==> config.mk <==
export PLATFORM = sky130hd
export DESIGN_NAME = config_ack_frame_parser
export DESIGN_NICKNAME = d
export VERILOG_FILES = /design/src/rtl/cafp_pkg.sv /design/src/rtl/cafp_front.sv /design/src/rtl/cafp_fifo.sv /design/src/rtl/cafp_back.sv /design/src/rtl/config_ack_frame_parser.sv
export SDC_FILE = /design/constraint.sdc
export NUM_CORES = 1
export LEC_CHECK = 0
export BUFFER_PORTS_ARGS = -buffer_cell sky130_fd_sc_hd__buf_2
export CORE_ASPECT_RATIO = 1.2
export CORE_MARGIN = 5
export CORE_UTILIZATION = 55
export DETAILED_ROUTE_END_ITERATION = 6
export PLACE_DENSITY = 0.77
export SLEW_MARGIN = 0
export SYNTH_ARGS = -nofsm -noshare
export SYNTH_HDL_FRONTEND = slang
export SYNTH_SLANG_ARGS = --single-unit
==> constraint.sdc <==
create_clock -name i_clk -period 4.85 [get_ports i_clk]
set_input_delay 0.7275 -clock i_clk [delete_from_list [all_inputs] [get_ports i_clk]]
set_output_delay 0.7275 -clock i_clk [all_outputs]
set_load 0.005 [all_outputs]
==> src/rtl/cafp_pkg.sv <==
package cafp_pkg;

    // frame limits
    localparam logic [7:0] MAX_VALUE_BYTES = 8'd4;
    localparam logic [6:0] MAX_ENTRIES     = 7'd32;

    // queue between parser and result sequencer
    localparam int QDEPTH = 4;
    localparam int QAW    = 2;

    typedef enum logic [1:0] {
        KIND_HEADER = 2'd0,
        KIND_ENTRY  = 2'd1,
        KIND_END    = 2'd2
    } t_kind;

    typedef struct packed {
        logic [7:0] frame_byte;
        logic       is_last;
    } t_in_item;

    typedef struct packed {
        t_kind       kind;
        logic [7:0]  op_code;
        logic [7:0]  persist_code;
        logic [5:0]  entry_count;
        logic        more_frames;
        logic [15:0] entry_id;
        logic [6:0]  param_status;
        logic        override_flag;
        logic [7:0]  ptype;
        logic [7:0]  value_len;
        logic [31:0] value_word;
        logic        frame_status;
    } t_out_item;

    // what one accepted byte leaves for the back end
    typedef struct packed {
        logic      main_valid;
        t_out_item main;
        logic      end_valid;
        logic      end_bad;
    } t_rec;

endpackage

==> src/rtl/cafp_front.sv <==
module cafp_front import cafp_pkg::*; (
    input  logic     i_clk,
    input  logic     i_rst_n,
    input  logic     i_accept,
    input  t_in_item i_in_item,
    output logic     o_wr,
    output t_rec     o_rec
);

    typedef enum logic [2:0] {
        PH_OP, PH_PERSIST, PH_COUNT, PH_ID, PH_STATUS, PH_PTYPE, PH_LEN, PH_VALUE
    } t_phase;

    t_phase      r_phase,   n_phase;
    logic [7:0]  r_bif,     n_bif;
    logic [6:0]  r_left,    n_left;
    logic [7:0]  r_op,      n_op;
    logic [7:0]  r_persist, n_persist;
    logic [15:0] r_id,      n_id;
    logic [7:0]  r_status,  n_status;
    logic [7:0]  r_ptype,   n_ptype;
    logic [7:0]  r_len,     n_len;
    logic [31:0] r_val,     n_val;
    logic        r_error,   n_error;

    logic [7:0]  b;
    logic [8:0]  bif_inc;
    logic        emit;
    t_rec        rec;

    assign b = i_in_item.frame_byte;

    always_comb begin
        n_phase   = r_phase;
        n_bif     = r_bif;
        n_left    = r_left;
        n_op      = r_op;
        n_persist = r_persist;
        n_id      = r_id;
        n_status  = r_status;
        n_ptype   = r_ptype;
        n_len     = r_len;
        n_val     = r_val;
        n_error   = r_error;
        emit      = 1'b0;
        bif_inc   = {1'b0, r_bif} + 9'd1;
        rec       = '0;

        if (!r_error) begin
            unique case (r_phase)
                PH_OP: begin
                    n_op    = b;
                    n_phase = PH_PERSIST;
                end
                PH_PERSIST: begin
                    n_persist = b;
                    n_phase   = PH_COUNT;
                end
                PH_COUNT: begin
                    if (b[6:0] > MAX_ENTRIES) begin
                        n_error = 1'b1;
                    end else begin
                        rec.main_valid        = 1'b1;
                        rec.main.kind         = KIND_HEADER;
                        rec.main.op_code      = r_op;
                        rec.main.persist_code = r_persist;
                        rec.main.entry_count  = b[5:0];
                        rec.main.more_frames  = b[7];
                        n_left                = b[6:0];
                        n_phase               = PH_ID;
                        n_bif                 = '0;
                    end
                end
                PH_ID: begin
                    if (r_left == '0) begin
                        // trailing byte after the last entry
                        n_error = 1'b1;
                    end else if (r_bif == '0) begin
                        n_id  = {8'd0, b};
                        n_bif = 8'd1;
                    end else begin
                        n_id    = {b, r_id[7:0]};
                        n_bif   = '0;
                        n_phase = PH_STATUS;
                    end
                end
                PH_STATUS: begin
                    n_status = b;
                    n_phase  = PH_PTYPE;
                end
                PH_PTYPE: begin
                    n_ptype = b;
                    n_phase = PH_LEN;
                end
                PH_LEN: begin
                    n_len = b;
                    n_val = '0;
                    n_bif = '0;
                    if (b == '0) begin
                        emit = 1'b1;
                    end else begin
                        n_phase = PH_VALUE;
                    end
                end
                PH_VALUE: begin
                    if (r_len <= MAX_VALUE_BYTES && r_bif[7:2] == '0) begin
                        case (r_bif[1:0])
                            2'd0:    n_val = r_val | {24'd0, b};
                            2'd1:    n_val = r_val | {16'd0, b, 8'd0};
                            2'd2:    n_val = r_val | {8'd0, b, 16'd0};
                            default: n_val = r_val | {b, 24'd0};
                        endcase
                    end
                    n_bif = bif_inc[7:0];
                    if (bif_inc >= {1'b0, r_len}) begin
                        emit = 1'b1;
                    end
                end
                default: begin
                    n_phase = PH_OP;
                end
            endcase
        end

        if (emit) begin
            rec.main_valid         = 1'b1;
            rec.main.kind          = KIND_ENTRY;
            rec.main.entry_id      = r_id;
            rec.main.param_status  = r_status[6:0];
            rec.main.override_flag = r_status[7];
            rec.main.ptype         = r_ptype;
            rec.main.value_len     = n_len;
            rec.main.value_word    = (n_len <= MAX_VALUE_BYTES) ? n_val : '0;
            n_left                 = r_left - 7'd1;
            n_phase                = PH_ID;
            n_bif                  = '0;
        end

        if (i_in_item.is_last) begin
            rec.end_valid = 1'b1;
            rec.end_bad   = !(!n_error && n_phase == PH_ID && n_left == '0 && n_bif == '0);
            // frame done, back to awaiting a header
            n_phase   = PH_OP;
            n_bif     = '0;
            n_left    = '0;
            n_op      = '0;
            n_persist = '0;
            n_id      = '0;
            n_status  = '0;
            n_ptype   = '0;
            n_len     = '0;
            n_val     = '0;
            n_error   = 1'b0;
        end
    end

    assign o_rec = rec;
    assign o_wr  = i_accept && (rec.main_valid || rec.end_valid);

    always_ff @(posedge i_clk) begin
        if (!i_rst_n) begin
            r_phase   <= PH_OP;
            r_bif     <= '0;
            r_left    <= '0;
            r_op      <= '0;
            r_persist <= '0;
            r_id      <= '0;
            r_status  <= '0;
            r_ptype   <= '0;
            r_len     <= '0;
            r_val     <= '0;
            r_error   <= 1'b0;
        end else if (i_accept) begin
            r_phase   <= n_phase;
            r_bif     <= n_bif;
            r_left    <= n_left;
            r_op      <= n_op;
            r_persist <= n_persist;
            r_id      <= n_id;
            r_status  <= n_status;
            r_ptype   <= n_ptype;
            r_len     <= n_len;
            r_val     <= n_val;
            r_error   <= n_error;
        end
    end

endmodule

==> src/rtl/cafp_fifo.sv <==
module cafp_fifo import cafp_pkg::*; (
    input  logic i_clk,
    input  logic i_rst_n,
    input  logic i_wr,
    input  t_rec i_wdata,
    input  logic i_rd,
    output t_rec o_rdata,
    output logic o_full,
    output logic o_empty
);

    t_rec           r_mem [QDEPTH];
    logic [QAW-1:0] r_wptr;
    logic [QAW-1:0] r_rptr;
    logic [QAW:0]   r_count;
    logic           do_wr;
    logic           do_rd;

    assign o_full  = (r_count == (QAW+1)'(QDEPTH));
    assign o_empty = (r_count == '0);
    assign do_wr   = i_wr && !o_full;
    assign do_rd   = i_rd && !o_empty;
    assign o_rdata = r_mem[r_rptr];

    always_ff @(posedge i_clk) begin
        if (do_wr) begin
            r_mem[r_wptr] <= i_wdata;
        end
    end

    always_ff @(posedge i_clk) begin
        if (!i_rst_n) begin
            r_wptr  <= '0;
            r_rptr  <= '0;
            r_count <= '0;
        end else begin
            if (do_wr) begin
                r_wptr <= r_wptr + 1'b1;
            end
            if (do_rd) begin
                r_rptr <= r_rptr + 1'b1;
            end
            case ({do_wr, do_rd})
                2'b10:   r_count <= r_count + 1'b1;
                2'b01:   r_count <= r_count - 1'b1;
                default: r_count <= r_count;
            endcase
        end
    end

endmodule

==> src/rtl/cafp_back.sv <==
module cafp_back import cafp_pkg::*; (
    input  logic      i_clk,
    input  logic      i_rst_n,
    input  t_rec      i_rec,
    input  logic      i_rec_empty,
    output logic      o_rec_rd,
    input  logic      i_pop,
    output logic      o_empty,
    output t_out_item o_out_item
);

    logic      r_valid;
    logic      r_main_done;
    t_rec      r_rec;
    logic      show_main;
    logic      finish;
    logic      load;
    t_out_item end_item;

    assign show_main = r_rec.main_valid && !r_main_done;
    assign finish    = i_pop && r_valid && (!show_main || !r_rec.end_valid);
    assign load      = !r_valid || finish;
    assign o_rec_rd  = load && !i_rec_empty;
    assign o_empty   = !r_valid;

    always_comb begin
        end_item              = '0;
        end_item.kind         = KIND_END;
        end_item.frame_status = r_rec.end_bad;
    end

    assign o_out_item = show_main ? r_rec.main : end_item;

    always_ff @(posedge i_clk) begin
        if (load) begin
            r_rec <= i_rec;
        end
    end

    always_ff @(posedge i_clk) begin
        if (!i_rst_n) begin
            r_valid     <= 1'b0;
            r_main_done <= 1'b0;
        end else if (load) begin
            r_valid     <= !i_rec_empty;
            r_main_done <= 1'b0;
        end else if (i_pop && show_main) begin
            // header or entry taken, end status still to go
            r_main_done <= 1'b1;
        end
    end

endmodule

==> src/rtl/config_ack_frame_parser.sv <==
// path: a result item goes through the queue and the sequencer's record register to the output
// throughput: one frame byte per cycle while the queue is not full; the result side delivers one
//   item per cycle while pop is high, and a last byte that also closes an entry or header yields two items
// a four-record queue between the byte parser and the result sequencer absorbs pop stalls
// reset (synchronous, active low): parser awaits an op byte, queue and output are empty
module config_ack_frame_parser import cafp_pkg::*; (
    input  logic      i_clk,
    input  logic      i_rst_n,
    input  logic      push,
    input  t_in_item  i_in_item,
    output logic      full,
    output logic      empty,
    input  logic      pop,
    output t_out_item o_out_item
);

    // front end: byte parser, one record per accepted byte that yields anything
    logic accept;
    logic rec_wr;
    t_rec rec_w;

    // queue between parser and sequencer
    t_rec rec_r;
    logic rec_rd;
    logic q_empty;

    // the parser only stalls on a full queue
    assign accept = push && !full;

    cafp_front u_front (
        .i_clk     (i_clk),
        .i_rst_n   (i_rst_n),
        .i_accept  (accept),
        .i_in_item (i_in_item),
        .o_wr      (rec_wr),
        .o_rec     (rec_w)
    );

    cafp_fifo u_fifo (
        .i_clk   (i_clk),
        .i_rst_n (i_rst_n),
        .i_wr    (rec_wr),
        .i_wdata (rec_w),
        .i_rd    (rec_rd),
        .o_rdata (rec_r),
        .o_full  (full),
        .o_empty (q_empty)
    );

    // back end: splits a record into its header/entry item and its end status item
    cafp_back u_back (
        .i_clk       (i_clk),
        .i_rst_n     (i_rst_n),
        .i_rec       (rec_r),
        .i_rec_empty (q_empty),
        .o_rec_rd    (rec_rd),
        .i_pop       (pop),
        .o_empty     (empty),
        .o_out_item  (o_out_item)
    );

endmodule

==> results of run 1 <==
## power by group through the flow
stage	clock (mW)	combinational, mW	sequential (mW)
finish	4.43	2.32	6.63
global route	4.72	2.57	6.70
CTS	4.50	2.40	6.64
detailed placement	0	2.38	6.75
global placement	0	2.35	6.73
floorplan	0	1.58	6.60
## worst max-delay path by stage
stage,cells after the start,to,startpoint,slack (ns)
3_5_place_dp,13,u_fifo.r_mem[3][10],u_front.r_bif[0],0.52
3_3_place_gp,13,u_fifo.r_mem[1][11],u_front.r_bif[0],0.66
2_1_floorplan,7,u_fifo.r_mem[0][0],i_in_item[4],0.68
4_1_cts,13,u_fifo.r_mem[3][15],u_front.r_bif[0],0.50
6_report,13,u_fifo.r_mem[1][16],u_front.r_bif[0],0.55
5_1_grt,13,u_fifo.r_mem[1][16],u_front.r_bif[0],0.24
## per-layer routing
| metal | vias to the layer above | wire length [µm] | GRT usage, % | share of wire (%) |
|---|---|---|---|---|
| met3 | 105 | 2960 | 3.57 | 6.0 |
| met4 | 0 | 1750 | 7.42 | 3.5 |
| met1 | 6479 | 20200 | 27.4 | 41 |
| met2 | 424 | 24400 | 33.7 | 49 |
| li1 | 5944 | - | - | - |
| met5 | - | 0 | 0 | 0 |
## area by class of cell
class,instances,share of cell area [%]
Clock inverter,27,1.18
Inverter,19,0.261
Multi-Input combinational cell,805,24.6
Timing Repair Buffer,136,2.93
Sequential cell,611,62.8
Clock buffer,76,5.68
Tap cell,559,2.56
## per-stage QoR
stage / hold slack, ns / util, %
5_1_grt: 0.496 / 62.4
3_3_place_gp: 0.449 / 58.2
4_1_cts: 0.470 / 62.4
2_1_floorplan: 0.438 / -
6_report: 0.472 / 62.4
3_5_place_dp: 0.455 / 58.2
## worst reg2reg max path, delay by kind of cell, from the launching register on
| kind | cells | cell delay (ns) |
|---|---|---|
| simple gates | 8 | 2.14 |
| compound gates | 1 | 0.17 |
| xor+xnor | 1 | 0.16 |
| fa+ha+maj | 2 | 0.59 |
| flops | 1 | 0.46 |
| buf+inv | 1 | 0.38 |
## cell families after synthesis
family	share of synthesized area (%)
and+or+nand+nor	10.5
muxes	11.2
xor gates and xnor gates	0.396
adders and majority gates	1.01
DFF	70.7
AOI/OAI and AO/OA	4.42
buffers and inverters	1.80
## flip-flops by register name (all words and copies together) (netlist names), 7 cells and up
register           cells
u_front.r_bif          8
u_fifo.r_mem         396
u_front.r_op           8
u_front.r_val         32
u_front.r_len          8
u_front.r_id          16
u_front.r_left         7
u_front.r_persist      8
u_front.r_status       8
u_front.r_ptype        8
u_back.r_rec          98
## placed cells by master, fill, tap and decap left out, types with 5 or more instances in the layout
cell / synthesis / layout
a21boi_0: 12 / 12
a21o_1: 6 / 6
a21oi_1: 82 / 82
a22oi_1: 14 / 14
a31oi_1: 6 / 5
and2_1: 174 / 170
and3_1: 9 / 9
buf_12: 0 / 5
buf_2: 4 / 112
buf_4: 0 / 19
bufinv_16: 0 / 6
clkbuf_1: 81 / 11
clkbuf_16: 0 / 55
clkbuf_8: 0 / 10
clkinv_1: 0 / 5
clkinv_2: 0 / 11
dfxtp_1: 116 / 114
edfxtp_1: 495 / 495
ha_1: 18 / 18
inv_1: 18 / 18
mux2i_1: 44 / 44
mux4_2: 99 / 99
nand2_1: 43 / 42
nand2b_1: 7 / 7
nand3_1: 8 / 8
nor2_1: 87 / 87
nor2b_1: 79 / 78
nor3_1: 9 / 9
nor3b_1: 11 / 11
o21ai_0: 13 / 13
o21ai_1: 11 / 11
o22ai_1: 5 / 5
xnor2_1: 7 / 7
==> metrics.cfg, run 1 <==
[power]
p_leak_nw = 9.65
p_sw_mw = 3.30
p_per_area_nw_per_um2 = 489
comb_power_share_pct = 17.4
seq_power_share_pct = 49.5
ir_drop_mv = 0.388
clkPwrFrac_pct = 33.1
p_total_mw = 13.4
sw_frac_of_total_pct = 24.6
intPower_mw = 10.1

[synthesis]
synth_cells = 1531
yosysMostFrequentCell = edfxtp_1
synth_top_area_cell = edfxtp_1
synth_fp_nets = 1563
synth.area.top_cells = edfxtp_1 61%, dfxtp_1 9.6%, mux4_2 9.2%, and2_1 4.5%, nor2b_1 2.0%
synth_seq_cells = 611
async_reset_ff_share_pct = 0
syn_area_um2 = 24300
ys_types = 65
synth_seq_area_share_pct = 70.7
avgSynthCellArea_um2 = 15.9
yosysWarnings = 0
synth_flop_cell = edfxtp_1
synth_top_cells_by_count = 495 x edfxtp_1, 174 x and2_1, 116 x dfxtp_1, 99 x mux4_2, 87 x nor2_1
synth_top_area_share_pct = 61.2
synth-edff-count = 495

[placed_design]
hpwl_um = 29700
dp_cells = 2130
preCtsSetupSlack_ns = 0.523
port-buffer-count = 112
dpl_cell_area_um2 = 25500
gp_congestion = 0.901

[floorplan]
start_util_pct = 55.5
rows = 84
fp.dieW_um = 202
dieHeight_um = 240
die-area_um2 = 48500
ios = 113
core_um2 = 43800

[setup_path]
cp_max_fo = 52
crit_chain = ha_1, and3_1, nand3_1, xnor2_1, ha_1, and3_1, nand4_1, a31oi_4, or2_1, nor2_1, nor2_1, and2_4, buf_12
cp_slowest_cell = and2_4
cp-end-kind = flip-flop
path_class = flip-flop to flip-flop
worst-endpoint-required_ns = 5.11
cp.arrival_ns = 4.56
crit_buf_inv = 1
reg2reg_to = u_fifo.r_mem[1][16]
rrSetupSlack_ns = 0.55
start_kind = flip-flop
r2r_start = u_front.r_bif[0]
max_stage_delay_ns = 0.80
crit_family = simple AND/OR/NAND/NOR gates
reg2reg_depth = 13

[global_route]
track_usage_pct = 20.3
grt_antenna_before_repair = 0
first_global_vias = 13200
grt_overflow = 0
grt_max_degree = 98
grt_pass1_wl_um = 76700

[job]
drv_cap = 0

[finish]
regArea_um2 = 17200
stdcell_count = 2233
final_nets = 1660
area_growth_pct = 12.6
multi_input_area_um2 = 6720
fin_area_um2 = 27400
fillers = 3114
antenna_cells = 0
drive_gt1_share_pct = 20.5

[clocking]
clk_pin_slew_ns = 0.07
clock_sinks = 611
clockBufferDepth = 3
clk_latency_ns = 0.60
h-tree-depth = 2
hold_buffers = 0
cts-buffers-inserted = 55
tritoncts = yes
clock-root-buffer = clkbuf_16
post_cts_resized = 0
cts_setup_buffers = 0

[detailed_routing]
ant_nets = 0
routed_via_density = 5.80
drtIter0Drc = 954
detail_route.wl_per_cell_um = 22.1
finalWirelength_um = 49300
post-route-drc-count = 0
num_vias = 13000
dr.pass1.iters = 5

[sta]
tightestPinTransition_ns = 1.16
slew_viol_final = 0
setup_tns_ns = 0
max_slew_margin_pct = 22.2
max_freq_ghz = 0.233
finalSetupViolCount = 0
period_needed_ns = 4.30
rsz0062_at_grt = false
fin_skew_ns = 0.0141
hold_viol = 0
setup_slack_ns = 0.552
timing.final.crit_share_pct = 88.6

[min_path]
hp-class = flip-flop to flip-flop
holdPathStages = 2
min_to = u_front.r_val[21]
min-delay-start = u_front.r_val[21]

[status]
status = finished clean

Note: power is estimated with default switching activity, not from simulation.
==> run 2: changes to the inputs <==
- PLACE_DENSITY: 0.77 -> 0.84
==> run 2 against run 1 <==
- cell count fell by 0.27%
- global-route usage barely moved
- sequential share of layout area rose by 0.34 points
- critical path depth did not move
- critical endpoint is now u_fifo.r_mem[3][33]
- largest cell class unchanged
==> metrics.cfg, run 2 (synthesis gave the netlist of run 1 again) <==
[setup_path]
max_stage_delay_ns = 0.88  ; +0.08 ns
cp-end-kind = flip-flop
cp.arrival_ns = 4.73  ; +0.17 ns
start_kind = flip-flop
worst-endpoint-required_ns = 5.10  ; about the same
cp_slowest_cell = and2_4
crit_buf_inv = 1  ; unchanged
crit_chain = ha_1, and3_1, nand3_1, xnor2_1, ha_1, and3_1, nand4_1, a31oi_4, or2_1, nor2_1, nor2_1, and2_4, buf_12
cp_max_fo = 62  ; +19%
path_class = flip-flop to flip-flop
crit_family = simple AND/OR/NAND/NOR gates

[floorplan]
dieHeight_um = 240  ; unchanged
fp.dieW_um = 202  ; unchanged
start_util_pct = 55.5  ; unchanged
rows = 84  ; unchanged
core_um2 = 43800  ; unchanged
ios = 113  ; unchanged
die-area_um2 = 48500  ; unchanged

[finish]
largest_reg_flops = 396  ; unchanged
top_regs = u_fifo.r_mem: 396 flops, u_back.r_rec: 98 flops, u_front.r_val: 32 flops
final_nets = 1655  ; -0.30%
regMostFlops = u_fifo.r_mem
fin_util_pct = 62.1  ; -0.33 points
area_growth_pct = 12.0
antenna_cells = 0  ; unchanged
layout_commonest_cell = edfxtp_1
mostFrequentLayoutCells = 495 x edfxtp_1, 170 x and2_1, 114 x dfxtp_1
fillers = 3135  ; +0.67%
drive_gt1_share_pct = 19.7  ; -0.89 points

[detailed_routing]
finalWirelength_um = 49500  ; +0.37%
post-route-drc-count = 0  ; unchanged
ant_nets = 0  ; unchanged
detail_route.wl_per_cell_um = 22.2  ; +0.64%
dr.pass1.iters = 6  ; +1
drtIter0Drc = 1108  ; +16%
routed_via_density = 5.83  ; +0.58%
num_vias = 13000  ; +0.31%

[clocking]
cts-buffers-inserted = 53  ; -3.6%
clk_latency_ns = 0.60  ; about the same
h-tree-depth = 2  ; unchanged
post_cts_resized = 0  ; unchanged
hold_buffers = 0  ; unchanged
clockBufferDepth = 3  ; unchanged
cts_setup_buffers = 0  ; unchanged
clock_sinks = 611  ; unchanged
clk_pin_slew_ns = 0.07  ; about the same
clock-root-buffer = clkbuf_16
tritoncts = yes

[sta]
period_needed_ns = 4.48  ; +0.182 ns
slew_viol_final = 0  ; unchanged
setup_slack_ns = 0.370  ; -0.182 ns
timing.final.crit_share_pct = 92.4  ; +3.7 points
rsz0062_at_grt = false
max_freq_ghz = 0.223  ; -4.1%
tightestPinTransition_ns = 1.13  ; -0.0287 ns
max_slew_margin_pct = 24.5  ; +2.3 points
hold_ws_ns = 0.467  ; -0.00492 ns
fin_skew_ns = 0.0361  ; +0.0220 ns
finalSetupViolCount = 0  ; unchanged
setup_tns_ns = 0  ; unchanged
hold_viol = 0  ; unchanged

[placed_design]
gp_congestion = 0.940  ; +4.3%
hpwl_um = 30000  ; +0.79%
port-buffer-count = 112  ; unchanged
preCtsSetupSlack_ns = 0.411  ; -0.112 ns

[power]
ir_drop_mv = 0.260  ; -33%
p_per_area_nw_per_um2 = 481  ; -1.6%
p_leak_nw = 9.56  ; -0.88%

[status]
status = finished clean

[global_route]
first_global_vias = 13200  ; -0.14%
grt_pass1_wl_um = 77600  ; +1.2%
grt_overflow = 0  ; unchanged
track_usage_pct = 20.4  ; +0.043 points
grt_max_degree = 98  ; unchanged
grt_antenna_before_repair = 1  ; +1

[min_path]
hp-class = flip-flop to flip-flop

[job]
drv_cap = 0  ; unchanged

-- run 2: through the flow --
step	cells	cell area, µm²	power, mW
final	2227	27200	13.1
after global routing	2227	27200	13.7
after CTS	2227	27200	13.3
after detailed placement	2127	25500	9.14
after global placement	2127	25500	9.09
after floorplan	1531	24300	8.18
-- run 2: final cells by class --
class | instances | area (µm²) | area share (%)
repair buffers | 133 | 806 | 2.96
well taps | 559 | 699 | 2.57
multi-input cells | 805 | 6720 | 24.7
flip-flops and latches | 611 | 17200 | 63.2
clock inverters | 21 | 204 | 0.749
clock buffers | 79 | 1530 | 5.61
inverters | 19 | 71.3 | 0.262
-- run 2: final timing paths --
kind                                        start                   to  slack [ns]  cells after the start
worst max-delay path             u_front.r_bif[0]  u_fifo.r_mem[3][33]        0.37                     13
worst min-delay path            u_front.r_val[10]    u_front.r_val[10]        0.47                      2
worst max register to register   u_front.r_bif[0]  u_fifo.r_mem[3][33]        0.37                     13
worst min register to register  u_front.r_val[10]    u_front.r_val[10]        0.47                      2
-- run 2: worst min-delay path, cell delays in order (launching register included) --
cell and delay, ns:
dfxtp_1 0.33, a21oi_1 0.04, nor2_1 0.07
-- run 2: power breakdown --
| group | internal [mW] | switching (mW) |
|---|---|---|
| sequential | 6.39 | 0.308 |
| combinational | 1.13 | 1.13 |
| clock | 2.31 | 1.83 |
| total | 9.83 | 3.27 |
-- run 2: layer usage --
metal	global-route usage [%]	routed length, µm
met5	0	11
met4	5.06	929
met3	2.98	2870
met2	35.2	25200
met1	27.7	20500
==> run 3: changes to the inputs <==
- CORE_UTILIZATION: 55 -> 30
- GPL_ROUTABILITY_DRIVEN: default -> 0
- PLACE_DENSITY: 0.84 -> 0.44
==> run 3 against run 2 <==
- non-clock buffer count is 13 higher
- sequential power barely moved
- clock-buffer cell count rose by 5
==> metrics.cfg, run 3 (synthesis gave the netlist of run 1 again) <==
[detailed_routing]
post-route-drc-count = 0  ; unchanged
num_vias = 12800  ; -1.2%
dr.pass1.iters = 4  ; -2
detail_route.wl_per_cell_um = 21.2  ; -4.7%
drtIter0Drc = 777  ; -30%
finalWirelength_um = 58200  ; +17%
routed_via_density = 4.68  ; -20%
ant_nets = 0  ; unchanged

[power]
clkPwrFrac_pct = 35.1  ; +3.5 points
intPower_mw = 10.4  ; +5.5%
comb_power_share_pct = 17.2  ; about the same
seq_power_share_pct = 47.7  ; -3.4 points
p_sw_mw = 3.61  ; +10%
sw_frac_of_total_pct = 25.8  ; +0.85 points
p_per_area_nw_per_um2 = 494  ; +2.7%
p_leak_nw = 9.82  ; +2.7%
ir_drop_mv = 0.249  ; -4.4%

[setup_path]
path_class = flip-flop to flip-flop
worst-endpoint-required_ns = 5.15  ; +0.05 ns
start_kind = flip-flop
cp.arrival_ns = 4.67  ; -0.06 ns
cp_max_fo = 67  ; +8.1%
cp-end-kind = flip-flop

[finish]
largest_reg_flops = 396  ; unchanged
regMostFlops = u_fifo.r_mem
regArea_um2 = 17200  ; unchanged
top_regs = u_fifo.r_mem: 396 flops, u_back.r_rec: 98 flops, u_front.r_val: 32 flops
final_nets = 1681  ; +1.6%
mostFrequentLayoutCells = 495 x edfxtp_1, 170 x and2_1, 114 x dfxtp_1
layout_commonest_cell = edfxtp_1
fillers = 7743  ; +150%
drive_gt1_share_pct = 21.7  ; +2.1 points
fin_area_um2 = 28300  ; +3.9%
multi_input_area_um2 = 6730  ; about the same
area_growth_pct = 16.4

[clocking]
clock-root-buffer = clkbuf_16
clockBufferDepth = 3  ; unchanged
clock_sinks = 611  ; unchanged
tritoncts = yes
h-tree-depth = 3  ; +1
post_cts_resized = 0  ; unchanged
hold_buffers = 0  ; unchanged
cts-buffers-inserted = 66  ; +25%
clk_latency_ns = 0.59  ; about the same
cts_setup_buffers = 0  ; unchanged
clk_pin_slew_ns = 0.06  ; about the same

[floorplan]
rows = 114  ; +36%
die-area_um2 = 86800  ; +79%
fp.dieW_um = 270  ; +34%
core_um2 = 80400  ; +84%
start_util_pct = 30.2  ; -25 points
dieHeight_um = 322  ; +34%
ios = 113  ; unchanged

[global_route]
grt_pass1_wl_um = 87300  ; +12%
first_global_vias = 13500  ; +2.6%
track_usage_pct = 13.2  ; -7.1 points
grt_max_degree = 98  ; unchanged
grt_antenna_before_repair = 2  ; +1
grt_overflow = 0  ; unchanged

[sta]
setup_tns_ns = 0  ; unchanged
max_slew_margin_pct = 19.6  ; -4.9 points
finalSetupViolCount = 0  ; unchanged
rsz0062_at_grt = false
hold_viol = 0  ; unchanged
period_needed_ns = 4.37  ; -0.113 ns
tightestPinTransition_ns = 1.20  ; +0.0681 ns
max_freq_ghz = 0.229  ; +2.6%
fin_skew_ns = 0.0159  ; -0.0202 ns
slew_viol_final = 0  ; unchanged
timing.final.crit_share_pct = 90.0  ; -2.3 points

[status]
status = finished clean

[placed_design]
hpwl_um = 34500  ; +15%
port-buffer-count = 112  ; unchanged
dpl_cell_area_um2 = 26200  ; +2.7%

[job]
drv_cap = 0  ; unchanged

[min_path]
hp-class = flip-flop to flip-flop

-- run 3: power by group through the flow --
stage	logic, mW	clock network (mW)	registers, mW
6_report	2.40	4.91	6.67
3_3_place_gp	2.52	0	6.79
4_1_cts	2.54	5.09	6.70
5_1_grt	2.67	5.30	6.75
3_5_place_dp	2.53	0	6.81
2_1_floorplan	1.58	0	6.60
-- run 3: through the flow --
step / hold slack (ns) / util [%] / cells / total power, mW / worst slack, ns
global placement: 0.450 / 32.6 / 2625 / 9.31 / 0.477
global route: 0.462 / 35.2 / 2743 / 14.7 / 0.109
floorplan: 0.438 / - / 1531 / 8.18 / 0.685
detailed placement: 0.455 / 32.6 / 2625 / 9.34 / 0.469
CTS: 0.440 / 35.2 / 2743 / 14.3 / 0.474
finish: 0.467 / 35.2 / 2744 / 14.0 / 0.483
-- run 3: layout make-up --
class,instances,share of cell area (%)
multi-input cells,805,23.8
inverters,19,0.252
well taps,1044,4.62
diodes,1,0.00884
clock inverters,34,1.15
flip-flops and latches,611,60.8
clock buffers,84,6.29
repair buffers,146,3.15
-- run 3: routing by layer --
metal | global-route usage [%] | share of wire, % | vias up | wire length (µm)
met3 | 2.42 | 3.5 | 88 | 2030
met1 | 17.2 | 44 | 6555 | 25700
met4 | 3.91 | 2.3 | 0 | 1320
met5 | 0 | 0 | - | 0
met2 | 22.8 | 50 | 207 | 29100
li1 | - | - | 5987 | -
-- run 3: final timing paths --
path,startpoint,end,slack (ns),cells past startpoint
worst max-delay path,u_front.r_bif[0],u_fifo.r_mem[0][0],0.48,13
worst min-delay path,u_front.r_val[6],u_front.r_val[6],0.47,2
worst max register to register,u_front.r_bif[0],u_fifo.r_mem[0][0],0.48,13
worst min register to register,u_front.r_val[6],u_front.r_val[6],0.47,2
-- run 3: worst max-delay path: stages (launching register included) --
cell,delay [ns]
dfxtp_1,0.45
ha_1,0.30
and3_1,0.29
nand3_1,0.15
xnor2_1,0.16
ha_1,0.29
and3_1,0.18
nand4_1,0.15
a31oi_4,0.21
buf_4,0.58
a311oi_1,0.21
a2111oi_0,0.48
o2111ai_1,0.18
o31a_1,0.40
